File: config.mk
export PLATFORM = sky130hd
export DESIGN_NAME = murmur3_bucket_hash
export DESIGN_NICKNAME = d
export VERILOG_FILES = /design/src/hdl/mbh_pkg.sv /design/src/hdl/mbh_ctrl.sv /design/src/hdl/mbh_dp.sv /design/src/hdl/murmur3_bucket_hash.sv
export SDC_FILE = /design/constraint.sdc
export NUM_CORES = 2
export LEC_CHECK = 0
export BUFFER_PORTS_ARGS = -buffer_cell sky130_fd_sc_hd__buf_2
export CORE_MARGIN = 8
export CORE_UTILIZATION = 40
export CTS_CLUSTER_SIZE = 20
export DETAILED_ROUTE_END_ITERATION = 10
export GPL_ROUTABILITY_DRIVEN = 0
export PLACE_DENSITY = 0.59
export SKIP_LAST_GASP = 1
export SLEW_MARGIN = 20
export SYNTH_ARGS = -nofsm -noshare
export SYNTH_HDL_FRONTEND = slang
export SYNTH_SLANG_ARGS = --single-unit
export TNS_END_PERCENT = 20
File: constraint.sdc
create_clock -name clk -period 8.3 [get_ports clk]
set_input_delay 0.83 -clock clk [delete_from_list [all_inputs] [get_ports clk]]
set_output_delay 0.83 -clock clk [all_outputs]
set_load 0.005 [all_outputs]
File: src/hdl/mbh_pkg.sv
package mbh_pkg;

  localparam logic [31:0] MIX_C1     = 32'hcc9e2d51;
  localparam logic [31:0] MIX_C2     = 32'h1b873593;
  localparam logic [31:0] ROUND_ADD  = 32'he6546b64;
  localparam logic [31:0] FMIX_C1    = 32'h85ebca6b;
  localparam logic [31:0] FMIX_C2    = 32'hc2b2ae35;
  localparam logic [31:0] SIGN_CLEAR = 32'h7FFFFFFF;
  localparam int unsigned DIV_STEPS  = 31;

  // configuration register indexes
  localparam logic CFG_SEED    = 1'b0;
  localparam logic CFG_BUCKETS = 1'b1;

  localparam logic [30:0] BUCKETS_RESET = 31'd16;

  typedef enum logic [3:0] {
    S_ACCEPT,
    S_WMUL1,
    S_WMUL2,
    S_WROUND,
    S_TMUL1,
    S_TMUL2,
    S_FIN1,
    S_FIN2,
    S_FIN3,
    S_DIV,
    S_OUT
  } mbh_state_t;

  typedef enum logic [3:0] {
    OP_NONE,
    OP_ACCEPT,
    OP_WMUL1,
    OP_WMUL2,
    OP_WROUND,
    OP_TMUL1,
    OP_TMUL2,
    OP_FIN1,
    OP_FIN2,
    OP_FIN3,
    OP_DIV,
    OP_OUT
  } mbh_op_t;

  typedef struct packed {
    mbh_op_t op;
  } mbh_cmd_t;

  typedef struct packed {
    logic bytes_full;
    logic div_done;
    logic out_free;
  } mbh_status_t;

  function automatic logic [31:0] rotl15(input logic [31:0] x);
    rotl15 = {x[16:0], x[31:17]};
  endfunction

  function automatic logic [31:0] rotl13(input logic [31:0] x);
    rotl13 = {x[18:0], x[31:19]};
  endfunction

endpackage

File: src/hdl/mbh_ctrl.sv
module mbh_ctrl
  import mbh_pkg::*;
(
  input  logic        clk,
  input  logic        rst,
  input  logic        in_valid,
  input  logic        byte_present,
  input  logic        last_of_key,
  input  mbh_status_t status,
  output mbh_cmd_t    cmd,
  output logic        in_stall
);

  mbh_state_t state, state_next;
  logic       last_pending, last_pending_next;

  always_ff @(posedge clk) begin
    if (rst) begin
      state        <= S_ACCEPT;
      last_pending <= 1'b0;
    end else begin
      state        <= state_next;
      last_pending <= last_pending_next;
    end
  end

  always_comb begin
    state_next        = state;
    last_pending_next = last_pending;
    cmd.op            = OP_NONE;
    in_stall          = 1'b1;
    case (state)
      S_ACCEPT: begin
        in_stall = 1'b0;
        if (in_valid) begin
          cmd.op = OP_ACCEPT;
          if (byte_present && status.bytes_full) begin
            last_pending_next = last_of_key;
            state_next        = S_WMUL1;
          end else if (last_of_key) begin
            state_next = S_TMUL1;
          end
        end
      end
      S_WMUL1: begin
        cmd.op     = OP_WMUL1;
        state_next = S_WMUL2;
      end
      S_WMUL2: begin
        cmd.op     = OP_WMUL2;
        state_next = S_WROUND;
      end
      S_WROUND: begin
        cmd.op     = OP_WROUND;
        state_next = last_pending ? S_TMUL1 : S_ACCEPT;
      end
      S_TMUL1: begin
        cmd.op     = OP_TMUL1;
        state_next = S_TMUL2;
      end
      S_TMUL2: begin
        cmd.op     = OP_TMUL2;
        state_next = S_FIN1;
      end
      S_FIN1: begin
        cmd.op     = OP_FIN1;
        state_next = S_FIN2;
      end
      S_FIN2: begin
        cmd.op     = OP_FIN2;
        state_next = S_FIN3;
      end
      S_FIN3: begin
        cmd.op     = OP_FIN3;
        state_next = S_DIV;
      end
      S_DIV: begin
        cmd.op = OP_DIV;
        if (status.div_done) begin
          state_next = S_OUT;
        end
      end
      S_OUT: begin
        if (status.out_free) begin
          cmd.op            = OP_OUT;
          last_pending_next = 1'b0;
          state_next        = S_ACCEPT;
        end
      end
      default: begin
        state_next = S_ACCEPT;
      end
    endcase
  end

endmodule

File: src/hdl/mbh_dp.sv
module mbh_dp
  import mbh_pkg::*;
(
  input  logic         clk,
  input  logic         rst,
  input  mbh_cmd_t     cmd,
  output mbh_status_t  status,
  input  logic         cfg_write,
  input  logic         cfg_index,
  input  logic [31:0]  cfg_data,
  input  logic [7:0]   key_byte,
  input  logic         byte_present,
  input  logic         last_of_key,
  output logic         out_valid,
  input  logic         out_stall,
  output logic [31:0]  hash_value,
  output logic [30:0]  bucket_index
);

  logic [31:0] hash_seed;
  logic [30:0] bucket_count;

  logic [31:0] hash_state;
  logic [23:0] partial_word;
  logic [1:0]  bytes_in_word;
  logic [31:0] key_length;
  logic        in_key;
  logic [31:0] k_reg;
  logic [31:0] fmix;
  logic [31:0] hash_final;
  logic [30:0] dvd;
  logic [31:0] rem;
  logic [4:0]  div_cnt;

  logic [31:0] mul_a, mul_b, prod;
  logic [31:0] pre_fin, fold, round_x, fin_out;
  logic [31:0] rem_sh, div_sub;
  logic        div_ge;

  // shared multiplier, operand picked by the running step
  always_comb begin
    pre_fin = hash_state ^ (bytes_in_word != 2'd0 ? k_reg : 32'd0) ^ key_length;
    mul_a   = 32'd0;
    mul_b   = 32'd0;
    case (cmd.op)
      OP_WMUL1: begin
        mul_a = k_reg;
        mul_b = MIX_C1;
      end
      OP_TMUL1: begin
        mul_a = {8'd0, partial_word};
        mul_b = MIX_C1;
      end
      OP_WMUL2, OP_TMUL2: begin
        mul_a = rotl15(k_reg);
        mul_b = MIX_C2;
      end
      OP_FIN1: begin
        mul_a = pre_fin ^ (pre_fin >> 16);
        mul_b = FMIX_C1;
      end
      OP_FIN2: begin
        mul_a = fmix ^ (fmix >> 13);
        mul_b = FMIX_C2;
      end
      default: begin
        mul_a = 32'd0;
        mul_b = 32'd0;
      end
    endcase
  end

  assign prod    = mul_a * mul_b;
  assign fold    = hash_state ^ k_reg;
  assign round_x = rotl13(fold);
  assign fin_out = fmix ^ (fmix >> 16);

  // one restoring division step per cycle
  assign rem_sh  = {rem[30:0], dvd[30]};
  assign div_ge  = rem_sh >= {1'b0, bucket_count};
  assign div_sub = rem_sh - {1'b0, bucket_count};

  assign status.bytes_full = bytes_in_word == 2'd3;
  assign status.div_done   = div_cnt == 5'(DIV_STEPS - 1);
  assign status.out_free   = !out_valid || !out_stall;

  always_ff @(posedge clk) begin
    if (rst) begin
      hash_seed    <= 32'd0;
      bucket_count <= BUCKETS_RESET;
    end else if (cfg_write) begin
      case (cfg_index)
        CFG_SEED:    hash_seed    <= cfg_data;
        CFG_BUCKETS: bucket_count <= cfg_data[30:0];
        default:     hash_seed    <= hash_seed;
      endcase
    end
  end

  always_ff @(posedge clk) begin
    if (rst) begin
      hash_state    <= 32'd0;
      partial_word  <= 24'd0;
      bytes_in_word <= 2'd0;
      key_length    <= 32'd0;
      in_key        <= 1'b0;
    end else begin
      case (cmd.op)
        OP_ACCEPT: begin
          if (byte_present || last_of_key) begin
            in_key <= 1'b1;
            if (!in_key) begin
              hash_state <= hash_seed;
            end
            if (byte_present) begin
              key_length <= key_length + 32'd1;
              if (bytes_in_word == 2'd3) begin
                partial_word  <= 24'd0;
                bytes_in_word <= 2'd0;
              end else begin
                partial_word  <= partial_word |
                                 (24'(key_byte) << {bytes_in_word, 3'b000});
                bytes_in_word <= bytes_in_word + 2'd1;
              end
            end
          end
        end
        OP_WROUND: begin
          hash_state <= round_x + {round_x[29:0], 2'b00} + ROUND_ADD;
        end
        OP_OUT: begin
          hash_state    <= hash_seed;
          partial_word  <= 24'd0;
          bytes_in_word <= 2'd0;
          key_length    <= 32'd0;
          in_key        <= 1'b0;
        end
        default: begin
          in_key <= in_key;
        end
      endcase
    end
  end

  // work registers, no reset needed
  always_ff @(posedge clk) begin
    case (cmd.op)
      OP_ACCEPT: begin
        k_reg <= {key_byte, partial_word};
      end
      OP_WMUL1, OP_WMUL2, OP_TMUL1, OP_TMUL2: begin
        k_reg <= prod;
      end
      OP_FIN1, OP_FIN2: begin
        fmix <= prod;
      end
      OP_FIN3: begin
        hash_final <= fin_out;
        dvd        <= fin_out[30:0];
        rem        <= 32'd0;
        div_cnt    <= 5'd0;
      end
      OP_DIV: begin
        rem     <= div_ge ? div_sub : rem_sh;
        dvd     <= {dvd[29:0], 1'b0};
        div_cnt <= div_cnt + 5'd1;
      end
      default: begin
        div_cnt <= div_cnt;
      end
    endcase
  end

  always_ff @(posedge clk) begin
    if (rst) begin
      out_valid <= 1'b0;
    end else if (cmd.op == OP_OUT) begin
      out_valid <= 1'b1;
    end else if (!out_stall) begin
      out_valid <= 1'b0;
    end
  end

  always_ff @(posedge clk) begin
    if (cmd.op == OP_OUT) begin
      hash_value   <= hash_final;
      bucket_index <= (bucket_count == 31'd0) ? 31'd0 : rem[30:0];
    end
  end

endmodule

File: src/hdl/murmur3_bucket_hash.sv
// channel   direction  handshake              payload
// in        request    in_valid / in_stall    key_byte, byte_present, last_of_key
// out       result     out_valid / out_stall  hash_value, bucket_index
// cfg       write      cfg_write              cfg_index, cfg_data
//
// a byte that does not complete a word is only stored in the accept state, and
// a byte that completes a word runs two multiplies through the shared multiplier
// and then the round fold; end of key runs the tail scramble and final mix, then
// the restoring divider for the bucket, then loads the output
// rst is synchronous and clears config to seed 0, 16 buckets and empty key
// a held result blocks only at the next key end; that key's bytes stream in
module murmur3_bucket_hash
  import mbh_pkg::*;
(
  input  logic        clk,
  input  logic        rst,
  // configuration write port
  input  logic        cfg_write,
  input  logic        cfg_index,
  input  logic [31:0] cfg_data,
  // request channel
  input  logic        in_valid,
  output logic        in_stall,
  input  logic [7:0]  key_byte,
  input  logic        byte_present,
  input  logic        last_of_key,
  // result channel
  output logic        out_valid,
  input  logic        out_stall,
  output logic signed [31:0] hash_value,
  output logic [30:0] bucket_index
);

  mbh_cmd_t    cmd;
  mbh_status_t status;
  logic [31:0] hash_bits;

  // sequencer: accept, word rounds, tail, final mix, divide, output load
  mbh_ctrl u_ctrl (
    .clk          (clk),
    .rst          (rst),
    .in_valid     (in_valid),
    .byte_present (byte_present),
    .last_of_key  (last_of_key),
    .status       (status),
    .cmd          (cmd),
    .in_stall     (in_stall)
  );

  // hash state, shared multiplier, divider and output register
  mbh_dp u_dp (
    .clk          (clk),
    .rst          (rst),
    .cmd          (cmd),
    .status       (status),
    .cfg_write    (cfg_write),
    .cfg_index    (cfg_index),
    .cfg_data     (cfg_data),
    .key_byte     (key_byte),
    .byte_present (byte_present),
    .last_of_key  (last_of_key),
    .out_valid    (out_valid),
    .out_stall    (out_stall),
    .hash_value   (hash_bits),
    .bucket_index (bucket_index)
  );

  // hash leaves as two's complement
  assign hash_value = signed'(hash_bits);

endmodule
# [Word-level counts from Yosys, hierarchy flattened]
# Index checks and enable logic that the tools add are counted.
[totals] out_inout_bits=65 input_bits=48 wordCells=132 ff_bits=386
[classes] muxes=41 reduce_logical=24 n_lt_le_gt_ge=1 add_sub_neg=6 bitwise=8 eq_ne=32 shifts=1 n_mul=1
[ops] op="2-to-1 mux 32 bit" count=5
[ops] op="case mux 32 bit (5 select lines)" count=1
[ops] op="case mux 32 bit (2 select lines)" count=2
[ops] op="case mux 32 bit (4 select lines)" count=1
[ops] op="case mux 31 bit (2 select lines)" count=2
[ops] op="case mux 32 bit (3 select lines)" count=1
[ops] op="XOR 32 bit" count=3
[ops] op="case mux 4 bit (11 select lines)" count=2
[ops] op="2-to-1 mux 24 bit" count=3
[ops] op="XOR 32 x 16 -> 32 bit" count=2
[ops] op="case mux 24 bit (2 select lines)" count=1
[ops] op="adder 32 x 1 -> 32 bit, second input constant" count=1
[ops] op="adder 32 bit" count=1
[ops] op="adder 32 bit, second input constant" count=1
[ops] op="== test 4 x 3 -> 1 bit, second input constant" count=8
[ops] op="greater-or-equal comparator 32 x 31 -> 1 bit" count=1
[ops] op="multiplier 32 x 32 -> 32 bit" count=1
[ops] op="XOR 32 x 19 -> 32 bit" count=1
[ops] op="logical NOT 31 bit" count=1
[ops] op="2-to-1 mux 31 bit" count=1
[ops] op="subtractor 31 bit" count=1
[ops] op="== test 4 bit, second input constant" count=7
[ops] op="2-to-1 mux 4 bit" count=6
[ops] op="bitwise OR 24 bit" count=1
[ops] op="28 further kinds" count=60

# [Longest topological paths before layout]
[logic_depth] depth_word=9 ltp_mapped=40 ltp_nobuf=38

# [By module]
# A second synthesis with hierarchy kept.
[unflattened] hier_cells=3688 area_unflattened_um2=34974.8
[modules_own_cells] module="mbh_dp" n_inst=1 area_per_inst_um2=34504.3 cells_each=3631 seq_area_each_um2=9889.5
[modules_own_cells] module="mbh_ctrl" n_inst=1 area_per_inst_um2=470.5 cells_each=57 seq_area_each_um2=100.1

# [Least setup slack after synthesis]
# No wires, ideal clock.
[synth_path] path_type="register to register" startpoint="reg u_dp.bytes_in_word[0]" endpoint="reg u_dp.k_reg[30] (data pin)" n_path_buf=2 t_required_ns=8.040 setup_slack_ns=-0.617 path_stages_with_launch=37 period_less_slack_ns=8.917 t_arrival_ns=8.657 path_cell_list="dfxtp_1 > inv_1 > ha_1 > buf_2 > clkbuf_1 > nor2b_1 > xnor2_1 > xnor2_1 > nor2_1 > inv_1 > o21ai_0 > a221oi_1 > and2_1 > nor2_1 > fa_1 > inv_1 > fa_1 > fa_1 > fa_1 > inv_1 > fa_1 > inv_1 > fa_1 > inv_1 > fa_1 > fa_1 > ha_1 > and3_1 > a221o_1 > a21oi_1 > o21a_1 > o311ai_0 > a21oi_1 > a21oi_1 > a31oi_1 > xnor2_1 > mux2_2"
[synth_between] elab_chain_len=8
[synth_rtl] element="start, declared" line="mbh_dp.sv:25" text="logic [1:0] bytes_in_word;"
[synth_rtl] element="start signal, assigned" line="mbh_dp.sv:123" text="bytes_in_word <= bytes_in_word + 2'd1;"
[synth_rtl] element="nonzero test 2 bit" line="mbh_dp.sv:42" text="pre_fin = hash_state ^ (bytes_in_word != 2'd0 ? k_reg : 32'd0) ^ key_length;"
[synth_rtl] element="2-to-1 mux 32 bit" line="mbh_dp.sv:42"
[synth_rtl] element="XOR 32 bit (2 in a row)" line="mbh_dp.sv:42"
[synth_rtl] element="XOR 32 x 16 -> 32 bit" line="mbh_dp.sv:59" text="mul_a = pre_fin ^ (pre_fin >> 16);"
[synth_rtl] element="case mux 32 bit (5 select lines)" line="mbh_dp.sv:45" text="case (cmd.op)"
[synth_rtl] element="multiplier 32 x 32 -> 32 bit" line="mbh_dp.sv:73" text="assign prod = mul_a * mul_b;"
[synth_rtl] element="via u_dp.prod[30]" line="mbh_dp.sv:35" text="logic [31:0] mul_a, mul_b, prod;"
[synth_rtl] element="case mux 32 bit (2 select lines)" line="mbh_dp.sv:147" text="case (cmd.op)"
[synth_rtl] element="end signal, assigned" line="mbh_dp.sv:149" text="k_reg <= {key_byte, partial_word};"
[synth_rtl] element="end signal, assigned" line="mbh_dp.sv:152" text="k_reg <= prod;"
[synth_rtl] element="end, declared" line="mbh_dp.sv:28" text="logic [31:0] k_reg;"
# The timed path passes the listed nets, and every way through them passes these cells.
# A chain may end at the register's enable or synchronous reset.

# [Final worst setup path]
[layout_path] startpoint="reg u_dp.bytes_in_word[0]" endpoint="reg u_dp.k_reg[31] (data pin)"
# The elaborated chain is that of the path after synthesis.

==> results.json <==
{
  "drt_wl_total_um": 119000,
  "synth_fp_nets": 4291,
  "crit_family": "adder cells",
  "worstPathArrival_ns": 8.92,
  "antenna_found_initial": 3,
  "cpPeakStageDelay_ns": 0.59,
  "fillerInstances": 7863,
  "drc": 0,
  "worst_slew_pin_slew_ns": 1.03,
  "htree_levels": 2,
  "ys_warn_count": 0,
  "grt_max_degree": 68,
  "path_clk_slew_ns": 0.07,
  "drtAntennaViolNets": 0,
  "critPathMaxFanout": 7,
  "grt_setup_unrepaired": "yes",
  "dr.pass1.iters": 8,
  "reg2reg_to": "u_dp.k_reg[31]$_DFFE_PP_",
  "cp.required_ns": 8.64,
  "ys_seq_elements": 386,
  "clock_skew_ns": 0.0370,
  "initial_utilization": 0.404,
  "via_per_inst": 5.11,
  "period_needed_ns": 8.58,
  "die-area_um2": 95600,
  "seqCellArea_um2": 10000,
  "rows": 107,
  "min-delay-path-class": "reg -> reg",
  "synthCells": 3620,
  "critPathBufInv": 11,
  "yosysUniqueCellTypes": 75,
  "slowest_stage": "fa_2",
  "fin_area_um2": 43200,
  "crit_path_start_kind": "flip-flop",
  "synth-main-ff-cell": "edfxtp_1",
  "syn_to_final_growth_pct": 25.7,
  "fin_setup_tns_ns": -1.24,
  "synth_area_um2": 34400,
  "r2r-start": "u_dp.bytes_in_word[0]$_SDFFE_PP0P_",
  "cp_common_cell": "xnor2_1",
  "hold_viol_final": 0,
  "fmax_ghz": 0.117,
  "cp-end-kind": "flip-flop",
  "gr-total-overflow": 0,
  "relSlewSlack": 0.311,
  "numCtsBuffers": 42,
  "min_delay_worst_endpoint": "u_dp.hash_value[19]$_DFFE_PP_",
  "wire_per_inst_um": 21.7,
  "nNetsFinal": 4970,
  "io_buffers": 112,
  "slew_viol_final": 0,
  "vias": 28000,
  "placedInstanceArea_um2": 40600,
  "violations": "negative setup slack",
  "ys_seq_area_frac": 0.290,
  "cts_sinks": 386,
  "clock_latency_ns": 0.60,
  "grt_pass1_vias": 28500,
  "critical_path_class": "reg -> reg",
  "clock_path_buffers": 3,
  "r2r_slack_ns": -0.28,
  "track_usage": 0.249,
  "multi_input_area_um2": 22500,
  "syn_area_per_cell_um2": 9.50,
  "max_cap_violations": 0,
  "synth_edf_count": 226,
  "core_um2": 85100,
  "async_reset_ff_frac": 0,
  "drive_gt1_frac": 0.243,
  "ios": 113,
  "hpwl_um": 100000,
  "hp-start": "u_dp.hash_final[19]$_DFFE_PP_",
  "die_y_um": 309,
  "finalSetupViolCount": 12,
  "r2r_cells": 39,
  "outcome": "finished, violations left",
  "cts_tree": "done",
  "dr.first_iter.drc_count": 2774,
  "grt_first_pass_wirelength_um": 177000,
  "hold_path_depth": 0,
  "die_w_um": 309,
  "setup_ws_ns": -0.279,
  "cts-root-buf": "clkbuf_16",
  "period_share": 1.03
}
-- layout make-up --
| cell class | count | share of cell area |
|---|---|---|
| Multi-Input combinational cell | 2470 | 0.522 |
| Sequential cell | 386 | 0.231 |
| Timing Repair Buffer | 744 | 0.126 |
| Inverter | 655 | 0.0569 |
| Tap cell | 1144 | 0.0331 |
| Clock buffer | 51 | 0.0263 |
| Clock inverter | 27 | 0.00492 |
| Antenna cell | 4 | 0.000232 |
-- metal layers --
metal | track usage | part of all wire
met4 | 0.103 | 0.049
met3 | 0.0868 | 0.11
met1 | 0.321 | 0.41
met5 | 0 | 0
met2 | 0.381 | 0.43
-- cell families after synthesis --
family                     after synthesis  share of synthesized area
AOI/OAI and AO/OA                      467                     0.0860
xor gates and xnor gates               300                     0.0770
adders and majority gates              623                      0.315
buffers and inverters                  764                     0.0843
DFF                                    386                      0.290
muxes                                   51                     0.0156
and+or+nand+nor                       1029                      0.132
-- cell usage in the layout (no fill, tap or decap), drive strengths merged, types with 19 or more instances in the layout --
master  synthesis  final
o21ai          57     57
nor2          288    288
ha            218    218
nor2b          77     77
a22oi          19     19
clkbuf         84     51
mux2i          29     29
buf            25    744
xor2          107    107
a311oi         26     26
nand2         473    473
a21o           43     43
dfxtp         160    160
and2           31     31
mux2           22     22
nand3          36     36
xnor2         192    192
nand4          19     19
inv           655    661
fa            405    405
edfxtp        226    226
nor3           21     21
a21oi         198    198
nand2b         28     28
-- synth_stat cells (9+ instances only) --
library cell | number | area, um^2
a22oi_1 | 19 | 143
nand2b_1 | 28 | 175
nand4_1 | 19 | 119
a211oi_1 | 13 | 97.6
o211ai_1 | 11 | 82.6
buf_2 | 14 | 70.1
o21ai_0 | 57 | 285
xor2_1 | 107 | 937
nand3_1 | 36 | 180
nand2_1 | 473 | 1780
clkbuf_1 | 84 | 315
o21bai_1 | 13 | 97.6
dfxtp_1 | 160 | 3200
mux2i_1 | 29 | 290
fa_1 | 405 | 8110
nor2_1 | 288 | 1080
o21a_1 | 14 | 105
a21o_1 | 43 | 323
buf_1 | 9 | 33.8
or2_2 | 9 | 56.3
nor2b_1 | 76 | 475
ha_1 | 218 | 2730
inv_1 | 654 | 2450
nor3_1 | 20 | 100
a311oi_1 | 26 | 228
mux2_2 | 22 | 248
and2_1 | 31 | 194
xnor2_1 | 191 | 1670
a31oi_1 | 13 | 81.3
and3_1 | 10 | 62.6
edfxtp_1 | 226 | 6790
nor4_1 | 10 | 62.6
a21oi_1 | 198 | 991
-- how the worst max path moves through the flow --
stage               slack [ns]  cells after the start                               start                  endpoint
detailed placement       -0.80                     34        u_ctrl.state[2]$_SDFFE_PP0P_  u_dp.k_reg[30]$_DFFE_PP_
floorplan                0.004                     37  u_dp.bytes_in_word[1]$_SDFFE_PP0P_  u_dp.k_reg[29]$_DFFE_PP_
global placement         -0.72                     36        u_ctrl.state[1]$_SDFFE_PP0P_  u_dp.k_reg[30]$_DFFE_PP_
CTS                      -0.34                     36  u_dp.bytes_in_word[0]$_SDFFE_PP0P_  u_dp.k_reg[31]$_DFFE_PP_
global route             -0.68                     41  u_dp.bytes_in_word[0]$_SDFFE_PP0P_  u_dp.k_reg[31]$_DFFE_PP_
finish                   -0.28                     39  u_dp.bytes_in_word[0]$_SDFFE_PP0P_  u_dp.k_reg[31]$_DFFE_PP_
-- worst reg2reg max path, delay by kind of cell, from the launching register on --
family	cells	cell delay (ns)
AOI/OAI and AO/OA	1	0.05
xor gates and xnor gates	13	2.08
adders and majority gates	9	4.05
buffers and inverters	11	1.19
DFF	1	0.33
muxes	1	0.29
and+or+nand+nor	4	0.36
-- timing repair --
| action | 4_1_cts | 5_1_grt |
|---|---|---|
| hold buffers | 0 | 0 |
| setup endpoints to repair | 22 | 21 |
| gates resized for setup | 126 | 86 |
| buffers inserted | 37 | 14 |
| pin swaps | 67 | 48 |
-- per-stage QoR --
step	cells	utilization	worst slack, ns	hold slack [ns]
2_1_floorplan	3620	-	0.00434	0.400
3_3_place_gp	5352	0.477	-0.722	0.403
3_5_place_dp	5352	0.477	-0.800	0.405
4_1_cts	5464	0.502	-0.339	0.416
5_1_grt	5477	0.508	-0.685	0.419
6_report	5481	0.508	-0.279	0.414
Power is left out: the tool's default activity adds up to more than one toggle a clock period on the data nets, which glitch-free logic cannot reach.
